$ cat config.mk
export PLATFORM = sky130hd
export DESIGN_NAME = ffm_tap_cell
export DESIGN_NICKNAME = d
export VERILOG_FILES = /design/src/hdl/ffm_pkg.sv /design/src/hdl/ffm_tap_cell.sv
export SDC_FILE = /design/constraint.sdc
export NUM_CORES = 1
export LEC_CHECK = 0
export CAP_MARGIN = 20
export CORE_UTILIZATION = 35
export CTS_BUF_LIST = sky130_fd_sc_hd__clkbuf_16
export CTS_CLUSTER_DIAMETER = 40
export DETAILED_ROUTE_END_ITERATION = 8
export DONT_BUFFER_PORTS = 1
export GPL_TIMING_DRIVEN = 0
export PLACE_DENSITY = 0.6
export SYNTH_ARGS = -nofsm -noshare
export SYNTH_HDL_FRONTEND = slang
export SYNTH_SLANG_ARGS = --single-unit
$ cat constraint.sdc
create_clock -name clk -period 13.38 [get_ports clk]
set_input_delay 2.676 -clock clk [delete_from_list [all_inputs] [get_ports clk]]
set_output_delay 2.676 -clock clk [all_outputs]
set_load 0.01 [all_outputs]
$ cat src/hdl/ffm_pkg.sv
package ffm_pkg;

    localparam int SAMPLE_W = 16;
    localparam int IDX_W    = 5;
    localparam int PROD_W   = 2 * SAMPLE_W;
    localparam int FRAC_W   = 15;

    typedef logic signed [SAMPLE_W-1:0] sample_t;

    localparam sample_t SAMPLE_MAX = 16'sh7FFF;
    localparam sample_t SAMPLE_MIN = 16'sh8000;

    // request function code
    typedef enum logic {
        FUNC_SAMPLE = 1'b0,
        FUNC_COEF   = 1'b1
    } func_t;

    // per-tap control from the sequencer
    typedef struct packed {
        logic shift;    // move the delay line one tap along
        logic coef_we;  // load coef_value into this tap
    } tap_ctrl_t;

endpackage

$ cat src/hdl/ffm_tap_cell.sv
module ffm_tap_cell #(
    parameter int ACC_W = 37
) (
    input  logic                    clk,
    input  logic                    rst_n,
    input  ffm_pkg::tap_ctrl_t      ctrl,
    input  ffm_pkg::sample_t        sample_prev,
    input  ffm_pkg::sample_t        coef_value,
    input  logic                    vld_in,
    input  logic signed [ACC_W-1:0] psum_in,
    output ffm_pkg::sample_t        sample,
    output logic                    vld_out,
    output logic signed [ACC_W-1:0] psum_out
);

    ffm_pkg::sample_t                     sample_reg, sample_next;
    ffm_pkg::sample_t                     coef_reg, coef_next;
    logic                                 vld_reg;
    logic signed [ACC_W-1:0]              psum_reg, psum_next;
    logic signed [ffm_pkg::PROD_W-1:0]    prod;

    assign prod = ffm_pkg::PROD_W'(sample_reg) * ffm_pkg::PROD_W'(coef_reg);

    always_comb
    begin
        sample_next = ctrl.shift   ? sample_prev : sample_reg;
        coef_next   = ctrl.coef_we ? coef_value  : coef_reg;
        psum_next   = vld_in ? psum_in + ACC_W'(prod) : psum_reg;
    end

    always_ff @(posedge clk or negedge rst_n)
    begin
        if (!rst_n)
        begin
            sample_reg <= '0;
            coef_reg   <= '0;
            vld_reg    <= 1'b0;
        end
        else
        begin
            sample_reg <= sample_next;
            coef_reg   <= coef_next;
            vld_reg    <= vld_in;
        end
    end

    // partial sum holds once the wave has passed
    always_ff @(posedge clk)
    begin
        psum_reg <= psum_next;
    end

    assign sample   = sample_reg;
    assign vld_out  = vld_reg;
    assign psum_out = psum_reg;

endmodule

After elaboration in Yosys (flattened, before gate mapping)
Index checks and enable logic that the tools add are counted.
Word-level totals
  input port bits: 74
  word-level logic and storage cells: 6
  register bits: 70
Cells by class
  multipliers: 1
  add/subtract/negate cells: 1
Operators with widths (number)
  $add 37x32->37: 1
  $mul 16x16->32: 1

Depth between registers and ports, before layout
  depth after elaboration: 2
  gate-level depth with buffers: 22

Worst setup path after synthesis
Ideal clock, no wire load.
  path kind: in2reg
  start: input port psum_in[15]
  end: register psum_reg[31] (netlist: psum_out[31]), data pin
  path slack: 5.924 ns
  arrival time: 7.194 ns
  stages on the path: 17
  library setup time: 0.262 ns
  path through: inv_1 fa_1 inv_1 fa_1 fa_1 fa_1 inv_1 fa_1 inv_1 ha_1 a21oi_1 nand2_2 a2111o_1 o211a_1 o41ai_4 o21ai_1 xor2_1
On the way
  longest elaborated chain between the ends: 1
RTL lines
  from (decl): line ffm_tap_cell.sv:10  | input logic signed [ACC_W-1:0] psum_in,
  $add 37x32->37: line ffm_tap_cell.sv:28  | psum_next = vld_in ? psum_in + ACC_W'(prod) : psum_reg;
  to (signal assigned): line ffm_tap_cell.sv:50  | psum_reg <= psum_next;
  to (decl): line ffm_tap_cell.sv:19  | logic signed [ACC_W-1:0] psum_reg, psum_next;
No other way between the ends.
A chain may end at the register's enable or synchronous reset.

Final worst setup path
  start: register sample_reg[15] (netlist: sample[15])
  end: register psum_reg[36] (netlist: psum_out[36]), data pin
On the way
  longest elaborated chain between the ends: 2
RTL lines
  from (decl): line ffm_tap_cell.sv:16  | ffm_pkg::sample_t sample_reg, sample_next;
  from (signal assigned): line ffm_tap_cell.sv:41  | sample_reg <= sample_next;
  $mul 16x16->32: line ffm_tap_cell.sv:22  | assign prod = ffm_pkg::PROD_W'(sample_reg) * ffm_pkg::PROD_W'(coef_reg);
  $add 37x32->37: line ffm_tap_cell.sv:28
No other way between the ends.

==> run metrics <==
main area contributors after synthesis=fa_1 (45%), inv_1 (9.9%), ha_1 (9.6%); # diodes=0; Sum Neg Setup Slack=0 ns; pin count of the biggest net entering global routing=39; vias in the first global route=10,700; post-synthesis sequential area ratio=0.136; fmax=0.127 GHz; Chip Width=204 µm; Cells after DPL=1,939; status=completed; Critical Path RT=13.50 ns; initial antenna violation count=1; clock tree buffer depth=2; met1 GRT Util=0.224; gr ovfl total=0; min setup slack post-route=5.48 ns; actual slew at the worst max-slew pin=0.782 ns; CTS root buf=clkbuf_16; Starting DRT DRC Count=521; Crit Path Max Fanout=10; Core Region=0.0399 mm²; Yosys top cell by area=fa_1; Die ar.=0.0416 mm²; H-tree lvl count=3; Ports=128; Detailed Routing Iterations Pass 1=5; Final min period=7.90 ns; Rel. slew slack=0.478; Post-Place Setup Slack=5.31 ns; Netlist cell types=62; RSZ-0062 raised after global routing=no; Post-synth top cells=inv_1 (378), fa_1 (318), nand2_1 (148); fin nets=1,927; path depth of the worst reg2reg path=21; cell breakdown of the critical path=clkbuf_1 > nand2_1 > inv_1 > fa_1 > fa_1 > inv_1 > fa_1 > inv_1 > fa_1 > fa_1 > inv_1 > fa_1 > inv_1 > ha_1 > and4_1 > and4_1 > nor3b_1 > o21bai_1 > a31oi_1 > and4_1 > nor3_1; endpoints failing hold=0; Synth Warn #=0; met3 Use GR=0.0281; clk_lat worst skew=0.37 ns; critical path arrival=8.02 ns; count leader, synth=inv_1; fin crit share=0.590; Netlist Area Pre-Place=0.0143 mm²; worst hold path startpoint=coef_reg[2]; Post-synth EDFFs=37; Final ANT Viol Nets=0; Initial Util=0.357; Largest register FFs=37; Syn Nets=1,915; Port Buf Inserts=0; share of post-route cells with drive strength above 1=0.0426; clock sinks=70; R2R Path Start=sample[15]; PostCTS Resize Cnt=0; gr usage total=0.184; final setup vio count=0; GP Congestion=0.888; WHS=0.655 ns; WL/cell=17.9 µm; Post-CTS Hold Buffers=0; Post-synth ARST share=0.471; Post-Syn Instances=1,414; flops & latches, synth=70; first-pass GRT wire length=57,700 µm; cts bufs inserted=9; area delta synth->final=6.94%; final WL=34,900 µm; fin cells=1,956; row cnt=73; FF-to-FF End=psum_out[36]; Die Ht=204 µm; CP dominant cell by count=fa_1; Crit-path slowest cell=fa_1; Max Cap Viol=0; TritonCTS clock tree=done; Max stage delay on crit path=0.73 ns; Setup Fix Bufs, Post-CTS=0; hpwl dp=29,700 µm; DR DRC count=0; hold depth=1; detailed-route via count=9,448; Startpoint Class=flip-flop; vias per cell=4.83; final slew viol count=0; Worst setup EP type=flip-flop; M2 GR Usage=0.333; worst clock skew=0.00871 ns; syn avg cell area=10.1 µm²; most common flop cell mapped by yosys=edfxtp_1; global route hottest layer=met2; post-synth top area share=0.446; R2R setup slack=5.48 ns; hold endpoint=coef_reg[2]; Hold WC Path Type=flip-flop to flip-flop; clock slew at reported path FFs=0.07 ns; CP Class=flip-flop to flip-flop
-- how the worst max path moves through the flow --
stage,cells past startpoint,startpoint,slack [ns],endpoint
after floorplan,17,psum_in[15],5.92,psum_out[31]
after global routing,21,sample[15],5.01,psum_out[36]
final,21,sample[15],5.48,psum_out[36]
after detailed placement,17,psum_in[15],5.31,psum_out[36]
after CTS,21,sample[15],5.59,psum_out[36]
after global placement,17,psum_in[15],5.30,psum_out[36]
-- final cells by class --
cell class                 count  area [µm²]
fill                        3985       24700
multi-input combinational    922       10700
sequential                    70        1940
inverter                     378        1420
tap                          525         657
clock buffer                   9         225
buffer                        44         171
clock inverter                 7        80.1
timing repair buffer           1        27.5
-- worst max-delay path: cells and delay by family (launching register included) --
kind | cells | cell delay, ns
AOI/OAI and AO/OA | 2 | 0.72
DFF | 1 | 0.70
and+or+nand+nor | 6 | 1.70
adders and majority gates | 7 | 3.57
buffers and inverters | 6 | 0.95
-- through the flow --
step,utilization,instance area [µm²]
3_5_place_dp,0.374,14900
3_3_place_gp,0.374,14900
4_1_cts,0.381,15200
2_1_floorplan,-,14300
6_report,0.382,15200
5_1_grt,0.382,15200
-- kinds of logic after synthesis --
kind of cell	share of synthesized area
mux	0.0259
fa+ha+maj	0.542
xor+xnor	0.0215
compound gates	0.0499
buf+inv	0.112
simple gates	0.113
flops	0.136
-- cells in the final DEF (no fill, tap or decap), types with 23 or more instances in the layout --
| master | n |
|---|---|
| edfxtp_1 | 37 |
| ha_1 | 109 |
| a21oi_1 | 23 |
| mux2_2 | 31 |
| clkbuf_1 | 39 |
| xnor2_1 | 25 |
| fa_1 | 318 |
| and2_1 | 109 |
| nor2_1 | 31 |
| dfrtp_1 | 33 |
| nand2_1 | 148 |
| inv_1 | 378 |
-- layer usage --
metal / routed length (µm) / up-vias
met1: 14000 / 4927
met2: 18300 / 235
li1: - / 4244
met4: 886 / 0
met5: 0 / -
met3: 1680 / 42
Power is not shown: default switching activity piles up to over one toggle a cycle in this logic, so the estimate is an artifact.
