File: config.mk
export PLATFORM = sky130hd
export DESIGN_NAME = ffm_out_stage
export DESIGN_NICKNAME = d
export VERILOG_FILES = /design/src/hdl/ffm_pkg.sv /design/src/hdl/ffm_out_stage.sv
export SDC_FILE = /design/constraint.sdc
export NUM_CORES = 1
export LEC_CHECK = 0
export BUFFER_PORTS_ARGS = -buffer_cell sky130_fd_sc_hd__buf_2
export CORE_MARGIN = 2
export CORE_UTILIZATION = 47
export CTS_CLUSTER_SIZE = 8
export DETAILED_ROUTE_END_ITERATION = 7
export MAX_ROUTING_LAYER = met4
export PLACE_DENSITY = 0.82
export SLEW_MARGIN = 20
export SYNTH_ARGS = -nofsm -noshare
export SYNTH_HDL_FRONTEND = slang
export SYNTH_SLANG_ARGS = --single-unit
File: constraint.sdc
create_clock -name clk -period 1.6 [get_ports clk]
set_clock_uncertainty 0.2 [all_clocks]
set_input_delay 0.24 -clock clk [delete_from_list [all_inputs] [get_ports clk]]
set_output_delay 0.24 -clock clk [all_outputs]
set_load 0.05 [all_outputs]
File: src/hdl/ffm_pkg.sv
package ffm_pkg;

    localparam int SAMPLE_W = 16;
    localparam int IDX_W    = 5;
    localparam int PROD_W   = 2 * SAMPLE_W;
    localparam int FRAC_W   = 15;

    typedef logic signed [SAMPLE_W-1:0] sample_t;

    localparam sample_t SAMPLE_MAX = 16'sh7FFF;
    localparam sample_t SAMPLE_MIN = 16'sh8000;

    // request function code
    typedef enum logic {
        FUNC_SAMPLE = 1'b0,
        FUNC_COEF   = 1'b1
    } func_t;

    // per-tap control from the sequencer
    typedef struct packed {
        logic shift;    // move the delay line one tap along
        logic coef_we;  // load coef_value into this tap
    } tap_ctrl_t;

endpackage

File: src/hdl/ffm_out_stage.sv
module ffm_out_stage #(
    parameter int ACC_W = 37
) (
    input  logic                    clk,
    input  logic                    rst_n,
    input  logic                    load,
    input  logic signed [ACC_W-1:0] acc,
    input  logic                    out_stall,
    output logic                    free,
    output logic                    out_valid,
    output ffm_pkg::sample_t        left_out,
    output ffm_pkg::sample_t        right_out
);

    localparam logic signed [ACC_W-1:0] BIAS    = ACC_W'((1 << ffm_pkg::FRAC_W) - 1);
    localparam logic signed [ACC_W-1:0] SAT_MAX = ACC_W'(ffm_pkg::SAMPLE_MAX);
    localparam logic signed [ACC_W-1:0] SAT_MIN = ACC_W'(ffm_pkg::SAMPLE_MIN);

    logic                    valid_reg, valid_next;
    ffm_pkg::sample_t        y_reg, y_next;
    logic signed [ACC_W-1:0] biased;
    logic signed [ACC_W-1:0] scaled;
    ffm_pkg::sample_t        sat;

    // truncate toward zero: bias negative sums before the arithmetic shift
    assign biased = acc[ACC_W-1] ? acc + BIAS : acc;
    assign scaled = biased >>> ffm_pkg::FRAC_W;

    always_comb
    begin
        if (scaled > SAT_MAX)
            sat = ffm_pkg::SAMPLE_MAX;
        else if (scaled < SAT_MIN)
            sat = ffm_pkg::SAMPLE_MIN;
        else
            sat = scaled[ffm_pkg::SAMPLE_W-1:0];
    end

    assign free = !valid_reg || !out_stall;

    always_comb
    begin
        valid_next = valid_reg;
        y_next     = y_reg;
        if (load)
        begin
            valid_next = 1'b1;
            y_next     = sat;
        end
        else if (!out_stall)
        begin
            valid_next = 1'b0;
        end
    end

    always_ff @(posedge clk or negedge rst_n)
    begin
        if (!rst_n)
            valid_reg <= 1'b0;
        else
            valid_reg <= valid_next;
    end

    always_ff @(posedge clk)
    begin
        y_reg <= y_next;
    end

    assign out_valid = valid_reg;
    assign left_out  = y_reg;
    assign right_out = y_reg;

endmodule

==> Word-level counts from Yosys, hierarchy flattened <==
Cells that the tools add are included.
{ "word_totals": {"wordCells": 13, "regBits": 17, "mem_bits_rw": 0, "mem_count": 0, "rom_bits": 0, "latchBits": 0} }
{ "classes": {"n_mul": 0, "n_mux": 4, "n_eq_ne": 1, "div_mod_pow": 0, "order_cmp": 2, "add_sub_neg": 1, "bitwise": 0, "shift": 0, "reduce_logical": 3} }
{ "op_table": {"columns": ["operator", "n"], "rows": [
  ["$add A37 B16 Y37 const B", 1],
  ["$mux W37", 1],
  ["$gt A22 B16 Y1 const B", 1],
  ["$lt A22 B16 Y1 const B", 1],
  ["$mux W16", 1],
  ["$logic_not A1 Y1", 2],
  ["$mux W1", 2],
  ["$ne A2 B2 Y1 const B", 1],
  ["$logic_or A1 B1 Y1", 1]
]} }

==> Logic depth before layout (Yosys ltp) <==
Gate-level depths: netlist (run 1).
{ "depth": {"ltp_word": 4, "depth_mapped": 8} }

==> Least setup slack after synthesis (run 1) <==
OpenSTA, ideal clock, no wires.
{ "synth_path": {"kind": "in2reg", "start": "input acc[15]", "end": "register y_reg[4], in the netlist left_out[4], data pin", "path_buffers": 2, "slack_ns": -0.590, "stages": 8, "arrival_ns": 1.834, "setup_ns": 0.155, "cell_sequence": "and4_1 > buf_4 > and3_1 > nand2_2 > or3_1 > a211o_4 > buf_12 > a22oi_4"} }
{ "synth_via": {"elab_chain_len": 4, "word_cells_on_any_way": 5} }
{ "synth_rtl": {"columns": ["item", "line_no", "text"], "rows": [
  ["start, declared", "ffm_out_stage.sv:7", "input logic signed [ACC_W-1:0] acc,"],
  ["$add A37 B16 Y37", "ffm_out_stage.sv:26", "assign biased = acc[ACC_W-1] ? acc + BIAS : acc;"],
  ["$mux W37 (*)", "ffm_out_stage.sv:26", null],
  ["$lt A22 B16 Y1", "ffm_out_stage.sv:33", "else if (scaled < SAT_MIN)"],
  ["$mux W16", "ffm_out_stage.sv:33", null],
  ["end signal, assigned", "ffm_out_stage.sv:66", "y_reg <= y_next;"],
  ["end, declared", "ffm_out_stage.sv:20", "ffm_pkg::sample_t y_reg, y_next;"]
]} }
Every way passes the cells marked *; elsewhere a longest branch is shown, timed or not.
A chain may end at the register's enable or synchronous reset.

==> Worst setup path after layout (run 1) <==
{ "layout_path": {"start": "input acc[16]", "end": "register y_reg[12], in the netlist left_out[12], data pin"} }
Same word-level chain as after synthesis.

==> flow_metrics.env, run 1 <==
export IMPL_ir_drop_v=0.000822
export IMPL_io_pins=75
export IMPL_synth_simple_gate_area_share_pct=20.2
export IMPL_antennaDiodeCount=0
export IMPL_synth_async_reset_ratio_pct=5.88
export IMPL_crit_cells=7
export IMPL_drt_wl_total_um=4560
export IMPL_worst_r2r_path_depth=3
export IMPL_synth_compound_area_share_pct=21.2
export IMPL_r2r_start="out_valid"
export IMPL_die_width_um=57.0
export IMPL_vias_per_cell=6.00
export IMPL_cts_sinks=17
export IMPL_path_clk_slew_ps=100
export IMPL_cp_max_fo=8
export IMPL_required_ps=1520
export IMPL_dr_pass1_iters=4
export IMPL_cp_start_kind="primary input"
export IMPL_synth_edf_count=16
export IMPL_post_route_period_util_pct=123
export IMPL_synthFlopType="edfxtp_1"
export IMPL_dp_cells=250
export IMPL_synth_distinct_cells=43
export IMPL_port_buffers=74
export IMPL_fp_dieH_um=57.0
export IMPL_hold_slack_ps=58.4
export IMPL_arrival_ps=1890
export IMPL_hold_violations=0
export IMPL_cts_max_level=1
export IMPL_core_area_um2=2710
export IMPL_slowest_stage="a211o_4"
export IMPL_synth_xor_area_share_pct=5.97
export IMPL_cts_root_buf="clkbuf_4"
export IMPL_crit_chain="buf_2, and4_4, and3_4, nand2_4, or3_4, a211o_4, a22oi_2"
export IMPL_crit_buf_inv=1
export IMPL_synth_top_family_by_area="compound AO/OA/AOI/OAI gates"
export IMPL_drive_gt1_share_pct=70.9
export IMPL_timing_rr_end="out_valid"
export IMPL_hold_path_class="primary input to asynchronous set/reset pin"
export IMPL_stdcell_count=261
export IMPL_leakage_nw=0.935
export IMPL_crit_family="simple AND/OR/NAND/NOR gates"
export IMPL_cts_tree="built"
export IMPL_r2r_slack_ps=240
export IMPL_rows=19
export IMPL_grt_max_degree=18
export IMPL_seq_area_frac_synth_pct=38.3
export IMPL_syn_mean_instance_area_um2=10.2
export IMPL_finalCriticalPeriod_ps=1970
export IMPL_tightestPinTransition_ps=399
export IMPL_cts_buffers=3
export IMPL_synthesis_area_um2=1320
export IMPL_cts_buffer_depth=2
export IMPL_path_class="primary input to flip-flop"
export IMPL_insertion_delay_ps=280
export IMPL_ant_nets=0
export IMPL_vias=1565
export IMPL_syn_to_final_growth_pct=62.9
export IMPL_antenna_found_initial=0
export IMPL_setup_tns_ps=-4710
export IMPL_drt_initial_drc_count=55
export IMPL_dp_hpwl_um=2960
export IMPL_synth_cells=130
export IMPL_yosys_warnings=0
export IMPL_status="finished, violations left"
export IMPL_pwr_density_cell_nw_per_um2=660
export IMPL_gp_congestion=0.887
export IMPL_synthAdderAreaFrac_pct=0
export IMPL_dieArea_um2=3250
export IMPL_gr_usage_all_layers_pct=25.6
export IMPL_critPathMaxStageDelay_ps=420
export IMPL_fin_ws_ps=-367
export IMPL_setup_viol=16
export IMPL_grt_overflow_total=0
export IMPL_pre_cts_slack_ps=-735
export IMPL_end_kind="flip-flop"
export IMPL_grt_setup_unrepaired="yes"
export IMPL_synth_seq_cells=17
export IMPL_initial_core_util_pct=48.7
export IMPL_wl_per_cell_um=17.5
export IMPL_slew_limit_headroom_pct=73.2
export IMPL_grt_pass1_vias=1427
export IMPL_muxShareOfSynthArea_pct=0
export IMPL_drc=0
export IMPL_syn_nets=171
export IMPL_fmax_mhz=508
export IMPL_maxCapViolCount=0
export IMPL_power_mw=1.42
export IMPL_nets=272
export IMPL_violations="negative setup slack"
export IMPL_finalMaxSlewViolations=0
export IMPL_grt_pass1_wl_um=6370
==> worst max path at each step <==
| stage | slack (ps) | end | start |
|---|---|---|---|
| floorplan | -540 | left_out[4] | acc[15] |
| global placement | -610 | left_out[11] | acc[24] |
| global route | -410 | left_out[14] | acc[7] |
| CTS | -410 | left_out[12] | acc[32] |
| detailed placement | -730 | left_out[12] | acc[24] |
| finish | -370 | left_out[12] | acc[16] |
==> where the power goes <==
part	internal [mW]	switching, mW
sequential	0.531	0.0155
clock	0.0966	0.130
combinational	0.208	0.438
total	0.836	0.584
==> sequential cells by signal, indices dropped and copies added, names as in the netlist <==
name,flops
left_out,16
out_valid,1
==> logic make-up after synthesis <==
logic type	count (synthesis)
AO/OA/AOI/OAI	34
XOR/XNOR	9
buffers and inverters	24
flip-flops	17
AND/OR/NAND/NOR	46
==> Yosys cell counts, types with 2 or more instances <==
cell	instances	area, um^2
a21o_1	2	15.0
a21oi_1	2	10.0
a21oi_2	7	61.3
a22oi_1	5	37.5
a311oi_1	2	17.5
a31oi_1	6	37.5
a32oi_1	2	17.5
and3_1	4	25.0
buf_4	17	128
edfxtp_1	16	480
inv_1	2	7.51
nand2_1	8	30.0
nand3_1	7	35.0
nand4_1	5	31.3
nor2_1	3	11.3
nor3_1	3	15.0
nor4_1	5	31.3
or4_1	2	15.0
xnor2_1	8	70.1
==> area by class of cell <==
class	count	area, um^2
clock buffers	4	26.3
fillers	153	559
inverters	2	10.0
multi-input cells	90	803
flip-flops and latches	17	505
well taps	31	38.8
repair buffers	117	767
==> cells in the final DEF, fill, tap and decap left out, types with 2 or more instances in the layout <==
| cell type | instances |
|---|---|
| clkbuf_4 | 3 |
| buf_4 | 37 |
| nor2_1 | 3 |
| o21ai_2 | 2 |
| nand3_1 | 5 |
| buf_6 | 7 |
| nand3_2 | 2 |
| buf_2 | 69 |
| and3_1 | 3 |
| a21o_1 | 2 |
| xnor2_1 | 7 |
| a21oi_2 | 9 |
| dlygate4sd3_1 | 2 |
| a31oi_1 | 5 |
| nand2_1 | 4 |
| a32oi_1 | 2 |
| a211o_4 | 2 |
| nor3_1 | 2 |
| edfxtp_1 | 16 |
| nand4_1 | 5 |
| nand2_2 | 4 |
| a22oi_2 | 5 |
| nor4_2 | 3 |
==> repair_timing <==
action / CTS / global route
hold endpoints to repair: 2 / 0
gates resized for setup: 10 / 34
pin swaps: 8 / 21
setup endpoints to repair: 16 / 16
hold buffers: 2 / 0
setup buffers: 0 / 3
gates cloned: 1 / 1
==> per-layer routing <==
layer	share of wire [%]	vias to the layer above	track usage, %
met4	3.1	0	7.31
met3	6.9	22	2.04
met5	0	-	-
li1	-	693	-
met2	55	111	50.7
met1	35	739	26.4
==> metrics by stage <==
stage,utilization [%],area [um^2]
6_report,79.4,2150
5_1_grt,79.4,2150
4_1_cts,72.4,1960
3_5_place_dp,68.5,1860
3_3_place_gp,68.5,1860
2_1_floorplan,-,1340
==> worst reg2reg max path, stage by stage, from the launching register on <==
cell           delay [ps]
dfrtp_1               380
nand2_1                80
dlygate4sd3_1         550
nand2b_1               50
(Power assumes the default switching activity.)
==> run 2: changes to the inputs <==
--- a/config.mk
+++ b/config.mk
@@ -12,6 +12,7 @@
 export DETAILED_ROUTE_END_ITERATION = 7
 export MAX_ROUTING_LAYER = met4
 export PLACE_DENSITY = 0.82
+export SKIP_CTS_REPAIR_TIMING = 1
 export SLEW_MARGIN = 20
 export SYNTH_ARGS = -nofsm -noshare
 export SYNTH_HDL_FRONTEND = slang
==> run 2 against run 1 <==
Clock power is essentially flat. Combinational power shrank 5.0%. Flip-flop and latch count is the same. Sequential power is essentially flat. Final area shrank 5.5%. The flow still finishes with violations (negative setup slack). Clock-buffer cell count is the same. Final cell count shrank 1.1%. Wire length shrank 9.5%. Maximum frequency shrank 3.7%. Die area is the same. Critical path depth is the same. First-iteration DRC count grew 5.5%. Critical path type unchanged.
==> flow_metrics.env, run 2 (synthesis results as in run 1) <==
export IMPL_vias=1463
export IMPL_cts_root_buf="clkbuf_4"
export IMPL_post_route_util_pct=75.0
export IMPL_cts_buffer_depth=2
export IMPL_arrival_ps=1960
export IMPL_final_area_um2=2030
export IMPL_antennaDiodeCount=0
export IMPL_dp_hpwl_um=2960
export IMPL_r2r_slack_ps=240
export IMPL_io_pins=75
export IMPL_drt_wl_total_um=4130
export IMPL_grt_pass1_vias=1354
export IMPL_largest_register_ffs=16
export IMPL_fp_dieH_um=57.0
export IMPL_finalCriticalPeriod_ps=2040
export IMPL_fin_ws_ps=-441
export IMPL_cp_max_fo=8
export IMPL_wl_per_cell_um=16.0
export IMPL_nets=269
export IMPL_dr_pass1_iters=4
export IMPL_drc=0
export IMPL_maxCapViolCount=0
export IMPL_tightestPinTransition_ps=475
export IMPL_violations="negative setup slack"
export IMPL_place_area_um2=1860
export IMPL_drt_initial_drc_count=58
export IMPL_initial_core_util_pct=48.7
export IMPL_worst_r2r_path_depth=3
export IMPL_gr_usage_all_layers_pct=22.9
export IMPL_die_width_um=57.0
export IMPL_cp_start_kind="primary input"
export IMPL_path_clk_slew_ps=100
export IMPL_grt_overflow_total=0
export IMPL_gp_congestion=0.887
export IMPL_finalMaxSlewViolations=0
export IMPL_cts_buffers=3
export IMPL_r2r_start="out_valid"
export IMPL_port_buffers=74
export IMPL_pwr_density_cell_nw_per_um2=682
export IMPL_required_ps=1520
export IMPL_ant_nets=0
export IMPL_leakage_nw=0.901
export IMPL_fmax_mhz=490
export IMPL_cts_tree="built"
export IMPL_timing_rr_end="out_valid"
export IMPL_insertion_delay_ps=280
export IMPL_path_class="primary input to flip-flop"
export IMPL_syn_to_final_growth_pct=53.9
export IMPL_antenna_found_initial=0
export IMPL_cts_sinks=17
export IMPL_vias_per_cell=5.67
export IMPL_post_route_period_util_pct=128
export IMPL_ir_drop_v=0.000748
export IMPL_setup_viol=16
export IMPL_end_kind="flip-flop"
export IMPL_dieArea_um2=3250
export IMPL_final_common_cell="buf_2"
export IMPL_grt_max_degree=18
export IMPL_drive_gt1_share_pct=65.6
export IMPL_grt_pass1_wl_um=5770
export IMPL_rows=19
export IMPL_core_area_um2=2710
export IMPL_status="finished, violations left"
export IMPL_layout_common_cells="68 x buf_2, 40 x buf_4, 16 x edfxtp_1, 8 x a21oi_2, 7 x xnor2_1"
export IMPL_grt_setup_unrepaired="yes"
export IMPL_slew_limit_headroom_pct=68.0
export IMPL_cts_max_level=1
export IMPL_hold_violations=0
export IMPL_hold_path_class="primary input to asynchronous set/reset pin"
==> run 2: critical path, stage by stage <==
cell and delay, ps:
buf_2 110, nand2_2 70, or4_4 530, nor3b_4 240, xnor2_2 130, a211o_4 410
a22oi_2 220
==> run 2: through the flow <==
step | instances | TNS (ps) | hold WS, ps | power (mW) | worst slack, ps
2_1_floorplan | 130 | -7090 | -256 | 0.975 | -538
3_3_place_gp | 250 | -9000 | -185 | 1.11 | -611
3_5_place_dp | 250 | -9880 | -184 | 1.13 | -735
4_1_cts | 254 | -5240 | -493 | 1.34 | -442
5_1_grt | 258 | -6560 | 58.8 | 1.44 | -472
6_report | 258 | -5860 | 56.4 | 1.39 | -441
==> run 2: worst max path at each step <==
stage	from	to	slack, ps
floorplan	acc[15]	left_out[4]	-540
global route	acc[27]	left_out[12]	-470
finish	acc[29]	left_out[12]	-440
CTS	acc[24]	left_out[12]	-440
detailed placement	acc[24]	left_out[12]	-730
global placement	acc[24]	left_out[11]	-610
==> run 2: power by group <==
group / total [mW] / leakage [nW] / switching [mW] / internal [mW]
clock network: 0.225 / 0.0150 / 0.128 / 0.0966
registers: 0.547 / 0.166 / 0.0156 / 0.531
logic: 0.614 / 0.720 / 0.421 / 0.193
==> run 2: layout make-up <==
class / instances / area [um^2]
Sequential cell: 17 / 505
Fill cell: 163 / 678
Tap cell: 31 / 38.8
Inverter: 2 / 7.51
Multi-Input combinational cell: 90 / 736
Clock buffer: 4 / 26.3
Timing Repair Buffer: 114 / 718
==> run 2: metal layers <==
layer	routed length [um]	vias up	global-route usage (%)	part of all wire, %
met1	1420	670	23.5	35
met4	91	0	7.31	2.2
met5	0	-	-	0
met2	2320	92	45.2	56
met3	288	13	1.81	7.0
li1	-	688	-	-
